File: config.mk
export PLATFORM = sky130hd
export DESIGN_NAME = double_ended_queue
export DESIGN_NICKNAME = d
export VERILOG_FILES = /design/src/deq_pkg.sv /design/src/deq_ram.sv /design/src/deq_ctrl.sv /design/src/deq_dp.sv /design/src/double_ended_queue.sv
export SDC_FILE = /design/constraint.sdc
export NUM_CORES = 1
export LEC_CHECK = 0
export BUFFER_PORTS_ARGS = -buffer_cell sky130_fd_sc_hd__buf_2
export CORE_MARGIN = 2
export CORE_UTILIZATION = 45
export CTS_CLUSTER_DIAMETER = 60
export DETAILED_ROUTE_END_ITERATION = 10
export PLACE_DENSITY = 0.74
export SKIP_LAST_GASP = 1
export SLEW_MARGIN = 15
export SYNTH_ARGS = -nofsm -noshare
export SYNTH_HDL_FRONTEND = slang
export SYNTH_HIERARCHICAL = 1
export SYNTH_SLANG_ARGS = --single-unit
File: constraint.sdc
create_clock -name clk -period 7.2 [get_ports clk]
set_input_delay 0.36 -clock clk [delete_from_list [all_inputs] [get_ports clk]]
set_output_delay 0.36 -clock clk [all_outputs]
set_load 0.1 [all_outputs]
File: src/deq_pkg.sv
// Package for the double-ended queue.
// It holds the shared widths, mode and status codes, and the command and status
// structs between the controller and the datapath. It depends on nothing else.
package deq_pkg;

  localparam int DEPTH_DEF = 8;
  localparam int DATA_W    = 32;
  localparam int MODE_W    = 3;
  localparam int STATUS_W  = 2;

  // Operation codes carried by the mode field of an input word.
  localparam logic [MODE_W-1:0] MODE_PUSH_FRONT = 3'd0;
  localparam logic [MODE_W-1:0] MODE_POP_FRONT  = 3'd1;
  localparam logic [MODE_W-1:0] MODE_PUSH_REAR  = 3'd2;
  localparam logic [MODE_W-1:0] MODE_POP_REAR   = 3'd3;
  localparam logic [MODE_W-1:0] MODE_LIST       = 3'd4;

  // Result status codes.
  localparam logic [STATUS_W-1:0] ST_OK    = 2'd0;
  localparam logic [STATUS_W-1:0] ST_OVER  = 2'd1;
  localparam logic [STATUS_W-1:0] ST_UNDER = 2'd2;

  // Datapath operation requested by the controller.
  typedef enum logic [2:0] {
    DP_NONE,
    DP_PUSH_F,
    DP_PUSH_R,
    DP_POP_F,
    DP_POP_R,
    DP_LIST_FIRST,
    DP_LIST_NEXT
  } dp_op_t;

  typedef struct packed {
    dp_op_t              op;
    logic                ld_imm;
    logic [STATUS_W-1:0] imm_status;
    logic                ld_ram;
  } dp_cmd_t;

  typedef struct packed {
    logic empty;
    logic full;
    logic out_last;
  } dp_sts_t;

endpackage

File: src/deq_ram.sv
// Generic single-write, single-read RAM with a registered read port.
// It depends on nothing else.
module deq_ram #(
  parameter int WIDTH = 32,
  parameter int DEPTH = 8
) (
  input  logic                     clk,
  input  logic                     we,
  input  logic [$clog2(DEPTH)-1:0] waddr,
  input  logic [WIDTH-1:0]         wdata,
  input  logic                     re,
  input  logic [$clog2(DEPTH)-1:0] raddr,
  output logic [WIDTH-1:0]         rdata
);

  logic [WIDTH-1:0] mem [DEPTH];
  logic [WIDTH-1:0] rdata_r;

  always_ff @(posedge clk) begin
    if (we) begin
      mem[waddr] <= wdata;
    end
    if (re) begin
      rdata_r <= mem[raddr];
    end
  end

  assign rdata = rdata_r;

endmodule

File: src/deq_ctrl.sv
// Controller state machine of the double-ended queue.
// It decodes input words and steers the datapath; it uses deq_pkg.
module deq_ctrl (
  input  logic                          clk,
  input  logic                          rst_n,
  input  logic                          in_valid,
  input  logic [deq_pkg::MODE_W-1:0]    in_mode,
  output logic                          in_stall,
  output logic                          out_valid,
  input  logic                          out_stall,
  output deq_pkg::dp_cmd_t              cmd,
  input  deq_pkg::dp_sts_t              sts
);

  typedef enum logic [1:0] {
    S_IDLE,
    S_READ,
    S_SEND
  } state_t;

  state_t state_r, state_nxt;
  logic   listing_r, listing_nxt;
  logic   out_valid_r;
  logic   in_stall_r;

  always_comb begin
    cmd = '{op: deq_pkg::DP_NONE, ld_imm: 1'b0, imm_status: deq_pkg::ST_OK, ld_ram: 1'b0};
    state_nxt   = state_r;
    listing_nxt = listing_r;
    unique case (state_r)
      S_IDLE: begin
        if (in_valid) begin
          unique case (in_mode) inside
            deq_pkg::MODE_PUSH_FRONT, deq_pkg::MODE_PUSH_REAR: begin
              listing_nxt = 1'b0;
              state_nxt   = S_SEND;
              cmd.ld_imm  = 1'b1;
              if (sts.full) begin
                cmd.imm_status = deq_pkg::ST_OVER;
              end else begin
                cmd.op = (in_mode == deq_pkg::MODE_PUSH_FRONT) ? deq_pkg::DP_PUSH_F
                                                               : deq_pkg::DP_PUSH_R;
              end
            end
            deq_pkg::MODE_POP_FRONT, deq_pkg::MODE_POP_REAR: begin
              listing_nxt = 1'b0;
              if (sts.empty) begin
                cmd.ld_imm     = 1'b1;
                cmd.imm_status = deq_pkg::ST_UNDER;
                state_nxt      = S_SEND;
              end else begin
                cmd.op = (in_mode == deq_pkg::MODE_POP_FRONT) ? deq_pkg::DP_POP_F
                                                              : deq_pkg::DP_POP_R;
                state_nxt = S_READ;
              end
            end
            deq_pkg::MODE_LIST: begin
              if (sts.empty) begin
                listing_nxt    = 1'b0;
                cmd.ld_imm     = 1'b1;
                cmd.imm_status = deq_pkg::ST_UNDER;
                state_nxt      = S_SEND;
              end else begin
                listing_nxt = 1'b1;
                cmd.op      = deq_pkg::DP_LIST_FIRST;
                state_nxt   = S_READ;
              end
            end
            default: begin
              // Unused codes are consumed without any result.
            end
          endcase
        end
      end
      S_READ: begin
        cmd.ld_ram = 1'b1;
        state_nxt  = S_SEND;
      end
      S_SEND: begin
        if (!out_stall) begin
          if (listing_r && !sts.out_last) begin
            cmd.op    = deq_pkg::DP_LIST_NEXT;
            state_nxt = S_READ;
          end else begin
            state_nxt = S_IDLE;
          end
        end
      end
      default: begin
        state_nxt = S_IDLE;
      end
    endcase
  end

  always_ff @(posedge clk) begin
    if (!rst_n) begin
      state_r     <= S_IDLE;
      listing_r   <= 1'b0;
      out_valid_r <= 1'b0;
      in_stall_r  <= 1'b0;
    end else begin
      state_r     <= state_nxt;
      listing_r   <= listing_nxt;
      out_valid_r <= (state_nxt == S_SEND);
      in_stall_r  <= (state_nxt != S_IDLE);
    end
  end

  assign out_valid = out_valid_r;
  assign in_stall  = in_stall_r;

endmodule

File: src/deq_dp.sv
// Datapath of the double-ended queue: circular-buffer pointers, entry RAM and
// the output word register. It uses deq_pkg and instantiates deq_ram.
module deq_dp #(
  parameter int DEPTH = deq_pkg::DEPTH_DEF
) (
  input  logic                                clk,
  input  logic                                rst_n,
  input  deq_pkg::dp_cmd_t                    cmd,
  output deq_pkg::dp_sts_t                    sts,
  input  logic signed [deq_pkg::DATA_W-1:0]   in_push_value,
  output logic [deq_pkg::STATUS_W-1:0]        out_status,
  output logic signed [deq_pkg::DATA_W-1:0]   out_data,
  output logic                                out_last
);

  localparam int AW = $clog2(DEPTH);
  localparam int CW = $clog2(DEPTH + 1);

  logic [AW-1:0] head_r, head_nxt;
  logic [CW-1:0] count_r, count_nxt;
  logic [AW-1:0] idx_r, idx_nxt;
  logic          last_pend_r, last_pend_nxt;

  logic [deq_pkg::STATUS_W-1:0] out_status_r;
  logic [deq_pkg::DATA_W-1:0]   out_data_r;
  logic                         out_last_r;

  logic                       ram_we, ram_re;
  logic [AW-1:0]              ram_waddr, ram_raddr;
  logic [deq_pkg::DATA_W-1:0] ram_rdata;

  logic [AW-1:0] head_m1;
  logic [CW-1:0] count_m1;
  logic [AW-1:0] idx_p1;

  // Position offset steps behind the head, wrapped into the buffer.
  function automatic logic [AW-1:0] slot(input logic [AW-1:0] base, input logic [AW-1:0] off);
    logic [AW:0] sum;
    sum = {1'b0, base} + {1'b0, off};
    if (sum >= (AW+1)'(DEPTH)) begin
      sum = sum - (AW+1)'(DEPTH);
    end
    return sum[AW-1:0];
  endfunction

  assign head_m1  = (head_r == '0) ? AW'(DEPTH - 1) : head_r - AW'(1);
  assign count_m1 = count_r - CW'(1);
  assign idx_p1   = idx_r + AW'(1);

  always_comb begin
    ram_we        = 1'b0;
    ram_re        = 1'b0;
    ram_waddr     = head_r;
    ram_raddr     = head_r;
    head_nxt      = head_r;
    count_nxt     = count_r;
    idx_nxt       = idx_r;
    last_pend_nxt = last_pend_r;
    case (cmd.op)
      deq_pkg::DP_PUSH_F: begin
        ram_we    = 1'b1;
        ram_waddr = head_m1;
        head_nxt  = head_m1;
        count_nxt = count_r + CW'(1);
      end
      deq_pkg::DP_PUSH_R: begin
        ram_we    = 1'b1;
        ram_waddr = slot(head_r, count_r[AW-1:0]);
        count_nxt = count_r + CW'(1);
      end
      deq_pkg::DP_POP_F: begin
        ram_re        = 1'b1;
        ram_raddr     = head_r;
        head_nxt      = slot(head_r, AW'(1));
        count_nxt     = count_m1;
        last_pend_nxt = 1'b1;
      end
      deq_pkg::DP_POP_R: begin
        ram_re        = 1'b1;
        ram_raddr     = slot(head_r, count_m1[AW-1:0]);
        count_nxt     = count_m1;
        last_pend_nxt = 1'b1;
      end
      deq_pkg::DP_LIST_FIRST: begin
        ram_re        = 1'b1;
        ram_raddr     = head_r;
        idx_nxt       = '0;
        last_pend_nxt = (count_r == CW'(1));
      end
      deq_pkg::DP_LIST_NEXT: begin
        ram_re        = 1'b1;
        ram_raddr     = slot(head_r, idx_p1);
        idx_nxt       = idx_p1;
        last_pend_nxt = (({1'b0, idx_p1} + (AW+1)'(1)) == (AW+1)'(count_r));
      end
      default: begin
      end
    endcase
  end

  always_ff @(posedge clk) begin
    if (!rst_n) begin
      head_r      <= '0;
      count_r     <= '0;
      idx_r       <= '0;
      last_pend_r <= 1'b0;
    end else begin
      head_r      <= head_nxt;
      count_r     <= count_nxt;
      idx_r       <= idx_nxt;
      last_pend_r <= last_pend_nxt;
    end
  end

  always_ff @(posedge clk) begin
    if (cmd.ld_imm) begin
      out_status_r <= cmd.imm_status;
      out_data_r   <= '0;
      out_last_r   <= 1'b1;
    end else if (cmd.ld_ram) begin
      out_status_r <= deq_pkg::ST_OK;
      out_data_r   <= ram_rdata;
      out_last_r   <= last_pend_r;
    end
  end

  deq_ram #(
    .WIDTH (deq_pkg::DATA_W),
    .DEPTH (DEPTH)
  ) u_ram (
    .clk   (clk),
    .we    (ram_we),
    .waddr (ram_waddr),
    .wdata (in_push_value),
    .re    (ram_re),
    .raddr (ram_raddr),
    .rdata (ram_rdata)
  );

  assign sts.empty    = (count_r == '0);
  assign sts.full     = (count_r == CW'(DEPTH));
  assign sts.out_last = out_last_r;

  assign out_status = out_status_r;
  assign out_data   = out_data_r;
  assign out_last   = out_last_r;

endmodule

File: src/double_ended_queue.sv
// Top level of the double-ended queue.
// It joins deq_ctrl and deq_dp and uses the constants of deq_pkg.
//
// The block holds up to DEPTH signed 32-bit values in a circular buffer kept
// in a RAM. Each word on the input channel (in_valid, in_stall, in_mode,
// in_push_value) asks for a push or pop at either end or for a listing of
// the contents. Results leave on the output channel (out_valid, out_stall,
// out_status, out_data, out_last); out_last marks the final result word of
// each input word. Unused mode codes are consumed and give no result.
// One input word is worked on at a time. A push, a failed pop and any
// failed listing present their result in the cycle after acceptance, and
// the block takes the next word only once that result has gone. A good
// pop goes through the registered RAM read, in state S_READ and then
// S_SEND, before its result shows. A listing reads one entry per RAM
// access and passes through S_READ and S_SEND for each entry. All of
// this is held up while the receiver holds out_stall high;
// a result word stays on the outputs unchanged until it is taken, and
// in_stall stays high until the last result word of the current input
// word has gone. Reset empties the queue and leaves the block idle with
// in_stall low; the entry RAM is not cleared, since only written entries
// are ever read.
module double_ended_queue #(
  parameter int DEPTH = deq_pkg::DEPTH_DEF
) (
  input  logic                                clk,
  input  logic                                rst_n,
  input  logic                                in_valid,
  output logic                                in_stall,
  input  logic [deq_pkg::MODE_W-1:0]          in_mode,
  input  logic signed [deq_pkg::DATA_W-1:0]   in_push_value,
  output logic                                out_valid,
  input  logic                                out_stall,
  output logic [deq_pkg::STATUS_W-1:0]        out_status,
  output logic signed [deq_pkg::DATA_W-1:0]   out_data,
  output logic                                out_last
);

  // Commands from the controller and status back from the datapath.
  deq_pkg::dp_cmd_t cmd;
  deq_pkg::dp_sts_t sts;

  deq_ctrl u_ctrl (
    .clk       (clk),
    .rst_n     (rst_n),
    .in_valid  (in_valid),
    .in_mode   (in_mode),
    .in_stall  (in_stall),
    .out_valid (out_valid),
    .out_stall (out_stall),
    .cmd       (cmd),
    .sts       (sts)
  );

  deq_dp #(
    .DEPTH (DEPTH)
  ) u_dp (
    .clk           (clk),
    .rst_n         (rst_n),
    .cmd           (cmd),
    .sts           (sts),
    .in_push_value (in_push_value),
    .out_status    (out_status),
    .out_data      (out_data),
    .out_last      (out_last)
  );

endmodule

-- After elaboration in Yosys (flattened, before gate mapping)
Memory sizes are Yosys's and may differ from the RTL's. A register that Yosys moved wholly into a read port is not among the register bits.
Cells that the tools add are included.
- register bits: 51
- latch bits: 0
- memory bits (writable): 256
- memory bits (read-only): 0
- output and inout port bits: 37
- word-level logic and storage cells: 105
- memories kept: 1
- memory list (memory ; words ; width ; rd ports ; clocked after Yosys merged registers in ; write ports ; RTL line ; RTL):
    u_dp.u_ram.mem ; 8 ; 32 ; 1 ; 1 ; 1 ; deq_ram.sv:16 ; logic [WIDTH-1:0] mem [DEPTH];
- $add $sub $neg: 13
- multipliers: 0
- divide/modulo/power cells: 0
- order comparisons: 4
- eq/ne operators: 16
- shift-type cells: 0
- multiplexer cells: 39
- bitwise logic cells: 0
- reductions and logical operators: 21
- operators with widths (cell ; number):
    3-bit two-way mux ; 13
    3-bit case mux with 2 select lines ; 5
    6-bit case mux with 3 select lines ; 1
    4-bit greater-or-equal comparator, second input constant ; 4
    3-bit by 1-bit subtractor with 3-bit output, second input constant ; 5
    3-bit by 3-bit adder with 4-bit output ; 3
    3-bit by 2-bit equality test with 1-bit output, second input constant ; 4
    3-bit equality test, second input constant ; 4
    2-bit two-way mux ; 6
    2-bit nonzero test ; 6
    3-bit by 1-bit adder with 4-bit output, second input constant ; 2
    1-bit two-way mux ; 8
    4-bit case mux with 2 select lines ; 1
    2-bit OR reduction ; 4
    4-bit OR reduction ; 2
    3-bit by 1-bit equality test with 1-bit output, second input constant ; 2
    3-bit logical NOT ; 2
    6-bit two-way mux ; 1
    2-bit case mux with 3 select lines ; 1
    4-bit by 1-bit adder with 4-bit output, second input constant ; 1
    2-bit equality test, second input constant ; 2
    4-bit by 1-bit equality test with 1-bit output, second input constant ; 1
    4-bit equality test ; 1
    4-bit equality test, second input constant ; 1
    other kinds (13) ; 13

-- Depth between registers and ports, before layout
Gate-level depths: netlist (run 1).
- depth in word-level cells: 11
- depth in mapped cells: 22
- gate-level depth less buffers: 18

-- Hierarchy
The synthesis (run 1) kept the hierarchy.
- modules (own cells, without submodules) (module ; times used ; cells each ; area an instance (um2) ; sequential area each (um2)):
    deq_ram ; 1 ; 415 ; 10786.6 ; 8648.3
    deq_dp ; 1 ; 267 ; 2459.9 ; 940.9
    deq_ctrl ; 1 ; 43 ; 344.1 ; 100.1

-- Least setup slack after synthesis (run 1)
No wires, ideal clock.
- kind: reg-to-reg
- start: register u_dp.count_r[0]
- end: memory u_dp.u_ram.mem[4][0], enable pin
- setup time: 461 ps
- data arrival time: 4726 ps
- required time: 6739 ps
- slack: 2013 ps
- stages on the path, launching flop included: 17
- path buffers: 3
- clock period less this slack: 5187 ps
- path through: dfxtp_1 > clkbuf_1 > inv_1 > ha_1 > nor3b_1 > nand2b_1 > o21ai_0 > o21ai_0 > nor3_1 > buf_6 > buf_4 > nor2_1 > o21ai_0 > o21ai_0 > o21bai_1 > nand2_1 > nor3_1
- RTL lines (element ; RTL line ; RTL):
    start, declared ; deq_dp.sv:20 ; logic [CW-1:0] count_r, count_nxt;
    start signal, assigned ; deq_dp.sv:109 ; count_r <= count_nxt;
    end, declared ; deq_ram.sv:16 ;

==> flow_metrics.tcl, run 1 <==
set metrics [dict create \
    multiInputGateArea_sq_um 3700 \
    clkLatencyLatePin_ps 520 \
    via_count 6781 \
    min_from "in_push_value[10]" \
    tritoncts.num_buffers 36 \
    drive_above_1_share_pct 26.1 \
    async_reset_ff_share_pct 0 \
    switching_power_uw 1200 \
    detail-route-antenna-nets 0 \
    wp_data_required_ps 7450 \
    tritoncts "built" \
    combinationalPowerShare_pct 14.2 \
    crit_path_max_incr_delay_ps 710 \
    worst-slew-pin-transition_ps 1140 \
    setup-violations-final 0 \
    top_level_ports 76 \
    post_cts_setup_driven_buffer_insertion_count 0 \
    floorplan_die_height_microns 178 \
    leakage_dissipation_uw 0.00523 \
    ys_top_cells_by_area "edfxtp_1 (64%), mux4_1 (7.7%), dfxtp_1 (7.2%)" \
    path_clk_slew_ps 60 \
    final.setup.tns_ps 0 \
    ctsLongestPathBuffers 3 \
    yosys_reg_bits 339 \
    filler_cell_count 2326 \
    post_detailed_route_via_to_cell_ratio 5.50 \
    antenna_found_initial 3 \
    htreeDepth 2 \
    synth_largest_type_area_fraction_pct 64.1 \
    crit_slowest_cell "buf_4" \
    drt_iter0_drc 468 \
    p_clk_share_pct 36.7 \
    relSlewSlack_pct 24.1 \
    start_kind "register" \
    port-buffer-count 75 \
    synth.yosys.warnings 6 \
    full_die_area_sq_um 31600 \
    grt.total_usage_pct 17.2 \
    syn_area_sq_um 13600 \
    min_period_over_period_pct 75.5 \
    critical_path_arrival_ps 5690 \
    launch_point_of_the_critical_path "u_dp/count_r[1]" \
    post_cts_hold_buffer_count 0 \
    holdCritPathClass "in2reg" \
    synth_area_leader_cell "edfxtp_1" \
    clock_skew_ps 22.0 \
    postSynth.topFlopCell "edfxtp_1" \
    cts.root.buffer_cell "clkbuf_16" \
    initial_standard_cell_utilization_of_the_core_pct 45.7 \
    synth-edff-count 290 \
    globalplace.congestion 0.795 \
    crit_type "reg2reg" \
    core_area_sq_um 29700 \
    path_max_fanout 64 \
    syn_inst 725 \
    post_cts.resized_instances 0 \
    post_synth.cell_area_avg_sq_um 18.7 \
    fin_worst_hold_slack_ps 100 \
    slew_viol_final 0 \
    floorplan.rows 63 \
    routed_wirelength_mm 26.5 \
    wire_per_inst_microns 21.4 \
    post-route-worst-setup-slack_ps 1770 \
    worst_setup_path_end_kind "register" \
    sequential_cell_area_sq_um 9690 \
    rr_startpoint "u_dp/count_r[1]" \
    min_period_ps 5430 \
    hpwl_mm 14.7 \
    grt_setup_unrepaired "false" \
    fp.dieW_microns 178 \
    post-route-drc-count 0 \
    max_clock_freq_mhz 184 \
    power.ir.vdd_worst_v 0.000232 \
    first_pass_grt_wire_length_mm 40.4 \
    first_global_vias 6874 \
    ys_seq_area_share_pct 71.3 \
    grt_start_max_net_pins 65 \
    cell_pwr_density_nw_per_um2 297 \
    timing.final.hold_violations 0 \
    num-nets-final 867 \
    outcome "completed" \
    netlist-cell-type-count 55 \
    gr-total-overflow 0 \
    placement.setup.worst_slack_ps 1810 \
    drt_pass1_iterations 4 \
    crit_chain "inv_1 -> ha_1 -> nor3b_1 -> nand2b_1 -> o21ai_0 -> o21ai_0 -> nor3_1 -> buf_4 -> nand3b_4 -> a21oi_1 -> ha_1 -> inv_1 -> fa_1 -> and3_1 -> mux2i_1 -> xnor2_2 -> buf_4 -> mux4_1 -> mux2_2" \
    power.share.switching_pct 26.1 \
    power.share.sequential_pct 49.0 \
    clock_tree_sinks 339 \
    internal_power_uw 3410 \
    syn2layout_area_growth_pct 14.1 \
    synth.net_count 776 \
    cap_violations 0 \
]
final timing paths:
check                               end  slack, ps  cells past startpoint
setup / recovery   u_dp/u_ram/rdata[14]       1770                     19
hold / removal    u_dp/u_ram/mem[3][10]        100                      1
setup reg to reg   u_dp/u_ram/rdata[14]       1770                     19
hold reg to reg           u_dp/out_last        460                      1
power groups by stage:
stage / combinational, uW / sequential, uW / clock [uW]
after global routing: 700 / 2270 / 1810
after global placement: 648 / 2300 / 0
after detailed placement: 660 / 2300 / 0
after floorplan: 308 / 2510 / 0
final: 656 / 2260 / 1690
after CTS: 663 / 2260 / 1730
through the flow:
stage          instance area (sq um)  total power (uW)  util (%)  instances
6_report                       15500              4610      52.2       1234
5_1_grt                        15500              4780      52.2       1233
4_1_cts                        15500              4650      52.2       1233
3_5_place_dp                   14400              2960      48.6       1168
3_3_place_gp                   14400              2940      48.6       1168
2_1_floorplan                  13600              2820         -        725
cells by family after synthesis:
| kind of cell | after synthesis | share of synthesized area, % |
|---|---|---|
| muxes | 134 | 17.2 |
| adders and majority gates | 12 | 1.22 |
| buffers and inverters | 52 | 2.26 |
| and+or+nand+nor | 120 | 4.66 |
| DFF | 339 | 71.3 |
| AOI/OAI and AO/OA | 55 | 2.54 |
| xor gates and xnor gates | 13 | 0.838 |
layout make-up:
cell class,count,share of cell area (%)
Timing Repair Buffer,91,3.19
Multi-Input combinational cell,334,23.9
Clock buffer,51,6.23
Tap cell,390,3.15
Sequential cell,339,62.5
Inverter,14,0.339
Clock inverter,14,0.734
Antenna cell,1,0.0161
worst max-delay path: cells and delay by family (launching register included):
family	cells	cell delay, ps
buffers and inverters	4	1120
multiplexers	3	930
AND/OR/NAND/NOR	5	1350
AO/OA/AOI/OAI	3	430
adder cells (fa/ha/maj)	3	810
XOR/XNOR	1	140
flip-flops	1	360
sequential cells by signal, summed over array words and instances, names as in the netlist:
signal            count
u_ctrl/in_stall       1
u_ctrl/listing_r      1
u_ctrl/out_valid      1
u_ctrl/state_r        2
u_dp/count_r          4
u_dp/head_r           3
u_dp/idx_r            3
u_dp/last_pend_r      1
u_dp/out_data        32
u_dp/out_last         1
u_dp/out_status       2
u_dp/u_ram/mem      256
u_dp/u_ram/rdata     32
per-layer routing:
layer	share of wire, %	GRT usage [%]	wire length (microns)	vias up
li1	-	-	-	3080
met1	41	22.2	10900	3428
met2	50	29.2	13200	222
met3	7.0	4.07	1860	47
met4	1.8	4.58	481	4
met5	0.10	0	27	-
cell usage in the layout, fill, tap and decap left out, types with 6 or more instances in the layout:
cell       synthesis  final
clkbuf_1           7     14
clkbuf_16          0     36
mux4_1            40     40
nor2_4             0      6
nor3_1            12     10
nand2_1           15     15
nor3b_1            7      7
o21ai_0           20     19
edfxtp_1         290    290
buf_4              4     16
dfxtp_1           49     49
xnor2_1           11      9
inv_1             14     14
mux4_2            24     24
a21oi_1           10     10
nor2_1            50     44
mux2_2            35     34
mux2i_1           35     35
nand2b_1           6      6
buf_2             11     75
ha_1              10     10
Yosys cell counts, types with 4 or more instances:
| master | instances |
|---|---|
| xnor2_1 | 11 |
| mux2_2 | 35 |
| clkbuf_1 | 7 |
| inv_1 | 14 |
| nand2_1 | 15 |
| buf_4 | 4 |
| o2bb2ai_1 | 4 |
| ha_1 | 10 |
| buf_1 | 4 |
| nor2_1 | 50 |
| buf_6 | 11 |
| and3_1 | 4 |
| o21ai_0 | 20 |
| a21oi_1 | 10 |
| dfxtp_1 | 49 |
| nor2b_1 | 6 |
| buf_2 | 11 |
| nor3_1 | 12 |
| mux4_1 | 40 |
| nand2b_1 | 6 |
| mux2i_1 | 35 |
| edfxtp_1 | 290 |
| nor3b_1 | 7 |
| and2_1 | 4 |
| mux4_2 | 24 |
Power figures use the tool's default switching activity.
==> run 2, diff against run 1 <==
--- a/config.mk
+++ b/config.mk
@@ -5,6 +5,7 @@
 export SDC_FILE = /design/constraint.sdc
 export NUM_CORES = 1
 export LEC_CHECK = 0
+export ABC_AREA = 1
 export BUFFER_PORTS_ARGS = -buffer_cell sky130_fd_sc_hd__buf_2
 export CORE_MARGIN = 2
 export CORE_UTILIZATION = 45
==> constraint.sdc (replaced) <==
create_clock -name clk -period 5.47 [get_ports clk]
set_input_delay 0.2735 -clock clk [delete_from_list [all_inputs] [get_ports clk]]
set_output_delay 0.2735 -clock clk [all_outputs]
set_load 0.1 [all_outputs]
==> flow_metrics.tcl, run 2 <==
set metrics [dict create \
    leakage_dissipation_uw 0.00761 \
    crit_path_max_incr_delay_ps 530 \
    synth.net_count 1592 \
    crit_path_frequent_cell "nand2_1" \
    clock_skew_ps 15.4 \
    ys_top_cells_by_area "edfxtp_1 (59%), nand2_1 (13%), inv_1 (7.5%)" \
    initial_standard_cell_utilization_of_the_core_pct 45.7 \
    timing.final.hold_violations 0 \
    num-nets-final 1669 \
    critical_path_arrival_ps 4710 \
    floorplan_die_height_microns 186 \
    first_pass_grt_wire_length_mm 51.7 \
    holdCritPathClass "in2reg" \
    tritoncts "built" \
    port-buffer-count 75 \
    critical_path_depth 23 \
    syn2layout_area_growth_pct 13.7 \
    top_level_ports 76 \
    yosys-top-cells-count "nand2_1 (498), inv_1 (296), edfxtp_1 (290), nand3_1 (149), nor2_1 (86)" \
    route.met3.wl_mm 2.38 \
    drt_pass1_iterations 8 \
    crit_chain "inv_1 -> ha_1 -> nand2_1 -> nor2_1 -> inv_1 -> nand4_1 -> a31oi_1 -> inv_2 -> nand3_2 -> inv_2 -> o21ai_0 -> ha_1 -> inv_1 -> fa_1 -> nand3b_1 -> nand3_1 -> nand2_1 -> nand2_1 -> buf_4 -> inv_1 -> buf_4 -> nand2_1 -> nand2_1" \
    worst_setup_path_end_kind "register" \
    timing.rr.end "u_dp/u_ram/rdata[16]" \
    first_global_vias 9938 \
    yosys_reg_bits 339 \
    synth.yosys.warnings 6 \
    htreeDepth 2 \
    hold-path-cell-count 1 \
    power.total_uw 5690 \
    placement.setup.worst_slack_ps 1110 \
    layout_commonest_cell "nand2_1" \
    routed_wirelength_mm 32.9 \
    netlist-cell-type-count 35 \
    power.share.sequential_pct 50.5 \
    synth_area_leader_cell "edfxtp_1" \
    outcome "completed" \
    async_reset_ff_share_pct 0 \
    critical-path-top-delay-family "buffers and inverters" \
    relSlewSlack_pct 26.5 \
    launch_point_of_the_critical_path "u_dp/count_r[0]" \
    post_synth.cell_area_avg_sq_um 9.64 \
    crit_slowest_cell "dfxtp_1" \
    worstSetupEndpoint "u_dp/u_ram/rdata[16]" \
    rr_startpoint "u_dp/count_r[0]" \
    synth-edff-count 290 \
    via_count 10259 \
    postSynth.topFlopCell "edfxtp_1" \
    floorplan.rows 66 \
    worst-slew-pin-transition_ps 1100 \
    core_area_sq_um 32500 \
    max_clock_freq_mhz 226 \
    yosysMostFrequentCell "nand2_1" \
    route.layer.met1.wl_mm 13.7 \
    path_clk_slew_ps 60 \
    synth_largest_type_area_fraction_pct 58.6 \
    final_util_pct 51.9 \
    min_period_ps 4430 \
    wire_per_inst_microns 15.8 \
    clkLatencyLatePin_ps 530 \
    tritoncts.num_buffers 37 \
    cts.root.buffer_cell "clkbuf_16" \
    registers.top_by_ff_count "u_dp/u_ram/mem" \
    crit_type "reg2reg" \
    fp.dieW_microns 186 \
    grt_setup_unrepaired "false" \
    detail-route-antenna-nets 0 \
    timing.reg2reg.setup_slack_ps 1040 \
    globalplace.congestion 0.899 \
    drive_above_1_share_pct 10.9 \
    start_kind "register" \
    gr-total-overflow 0 \
    switching_power_uw 1370 \
    p_clk_share_pct 41.1 \
    drt_iter0_drc 858 \
    power.share.switching_pct 24.0 \
    post-route-worst-setup-slack_ps 1040 \
    grt.total_usage_pct 19.5 \
    setup-violations-final 0 \
    min_period_over_period_pct 80.9 \
    internal_power_uw 4320 \
    post_detailed_route_via_to_cell_ratio 4.91 \
    antenna_found_initial 4 \
    power.ir.vdd_worst_v 0.000223 \
    filler_cell_count 2854 \
    detailroute.wirelength.met2_mm 15.9 \
    rr_worst_depth 23 \
    cap_violations 0 \
    largest_register_ffs 256 \
    clock_tree_sinks 339 \
    syn_area_sq_um 14900 \
    ys_seq_area_share_pct 65.2 \
    path_max_fanout 32 \
    slew_viol_final 0 \
    combinationalPowerShare_pct 8.5 \
    wp_data_required_ps 5750 \
    worst-path-buf-inv 8 \
    ctsLongestPathBuffers 3 \
    final.setup.tns_ps 0 \
    full_die_area_sq_um 34500 \
    most-common-layout-cells "nand2_1 (498), inv_1 (296), edfxtp_1 (290)" \
    top_layer "met5" \
    post-route-drc-count 0 \
    cell_pwr_density_nw_per_um2 337 \
    hpwl_mm 18.3 \
    grt_start_max_net_pins 129 \
    syn_inst 1541 \
]
==> run 2: cells by family after synthesis <==
logic type	count (synthesis)	synth area share [%]
simple gates	758	21.1
compound gates	63	2.23
fa+ha+maj	12	1.11
xor+xnor	4	0.236
flops	339	65.2
buf+inv	365	10.1
==> run 2: area by class of cell <==
type                    count  area (sq um)  area share, %
multi-input cells         837          3750           22.2
clock inverters            18           138          0.815
inverters                 305          1150           6.79
repair buffers             98           608           3.60
well taps                 442           553           3.27
clock buffers              50          1010           5.96
flip-flops and latches    339          9690           57.4
diodes                      2          5.00         0.0296
==> run 2: per-stage QoR <==
| step | hold slack (ps) | cell area [sq um] | std cells |
|---|---|---|---|
| 3_5_place_dp | 452 | 15700 | 2017 |
| 2_1_floorplan | 372 | 14900 | 1541 |
| 3_3_place_gp | 446 | 15700 | 2017 |
| 4_1_cts | 0.468 | 16900 | 2089 |
| 6_report | 17.2 | 16900 | 2091 |
| 5_1_grt | 17.4 | 16900 | 2091 |
==> run 2: worst min-delay path by stage <==
stage | start | endpoint
floorplan | in_push_value[0] | u_dp/u_ram/mem[0][0]
CTS | in_push_value[0] | u_dp/u_ram/mem[0][0]
global placement | u_ctrl/listing_r | u_ctrl/listing_r
finish | in_push_value[18] | u_dp/u_ram/mem[6][18]
global route | in_push_value[0] | u_dp/u_ram/mem[0][0]
detailed placement | u_ctrl/listing_r | u_ctrl/listing_r
==> run 2: per-layer routing <==
| layer | vias up | global-route usage (%) |
|---|---|---|
| li1 | 5016 | - |
| met1 | 4776 | 25.3 |
| met2 | 377 | 32.8 |
| met3 | 86 | 3.37 |
| met4 | 4 | 7.53 |
| met5 | - | 0 |
==> run 2: repair_timing <==
action | 4_1_cts | 5_1_grt
hold endpoints to repair | 25 | 0
setup buffers | 0 | 0
setup endpoints to repair | 0 | 0
hold buffers | 4 | 0
resized for setup | 0 | 0
==> run 2: power groups by stage <==
stage	sequential (uW)	combinational [uW]	clock [uW]
4_1_cts	2870	482	2380
5_1_grt	2880	534	2480
2_1_floorplan	3020	257	0
3_5_place_dp	2930	476	0
3_3_place_gp	2930	463	0
6_report	2870	481	2340
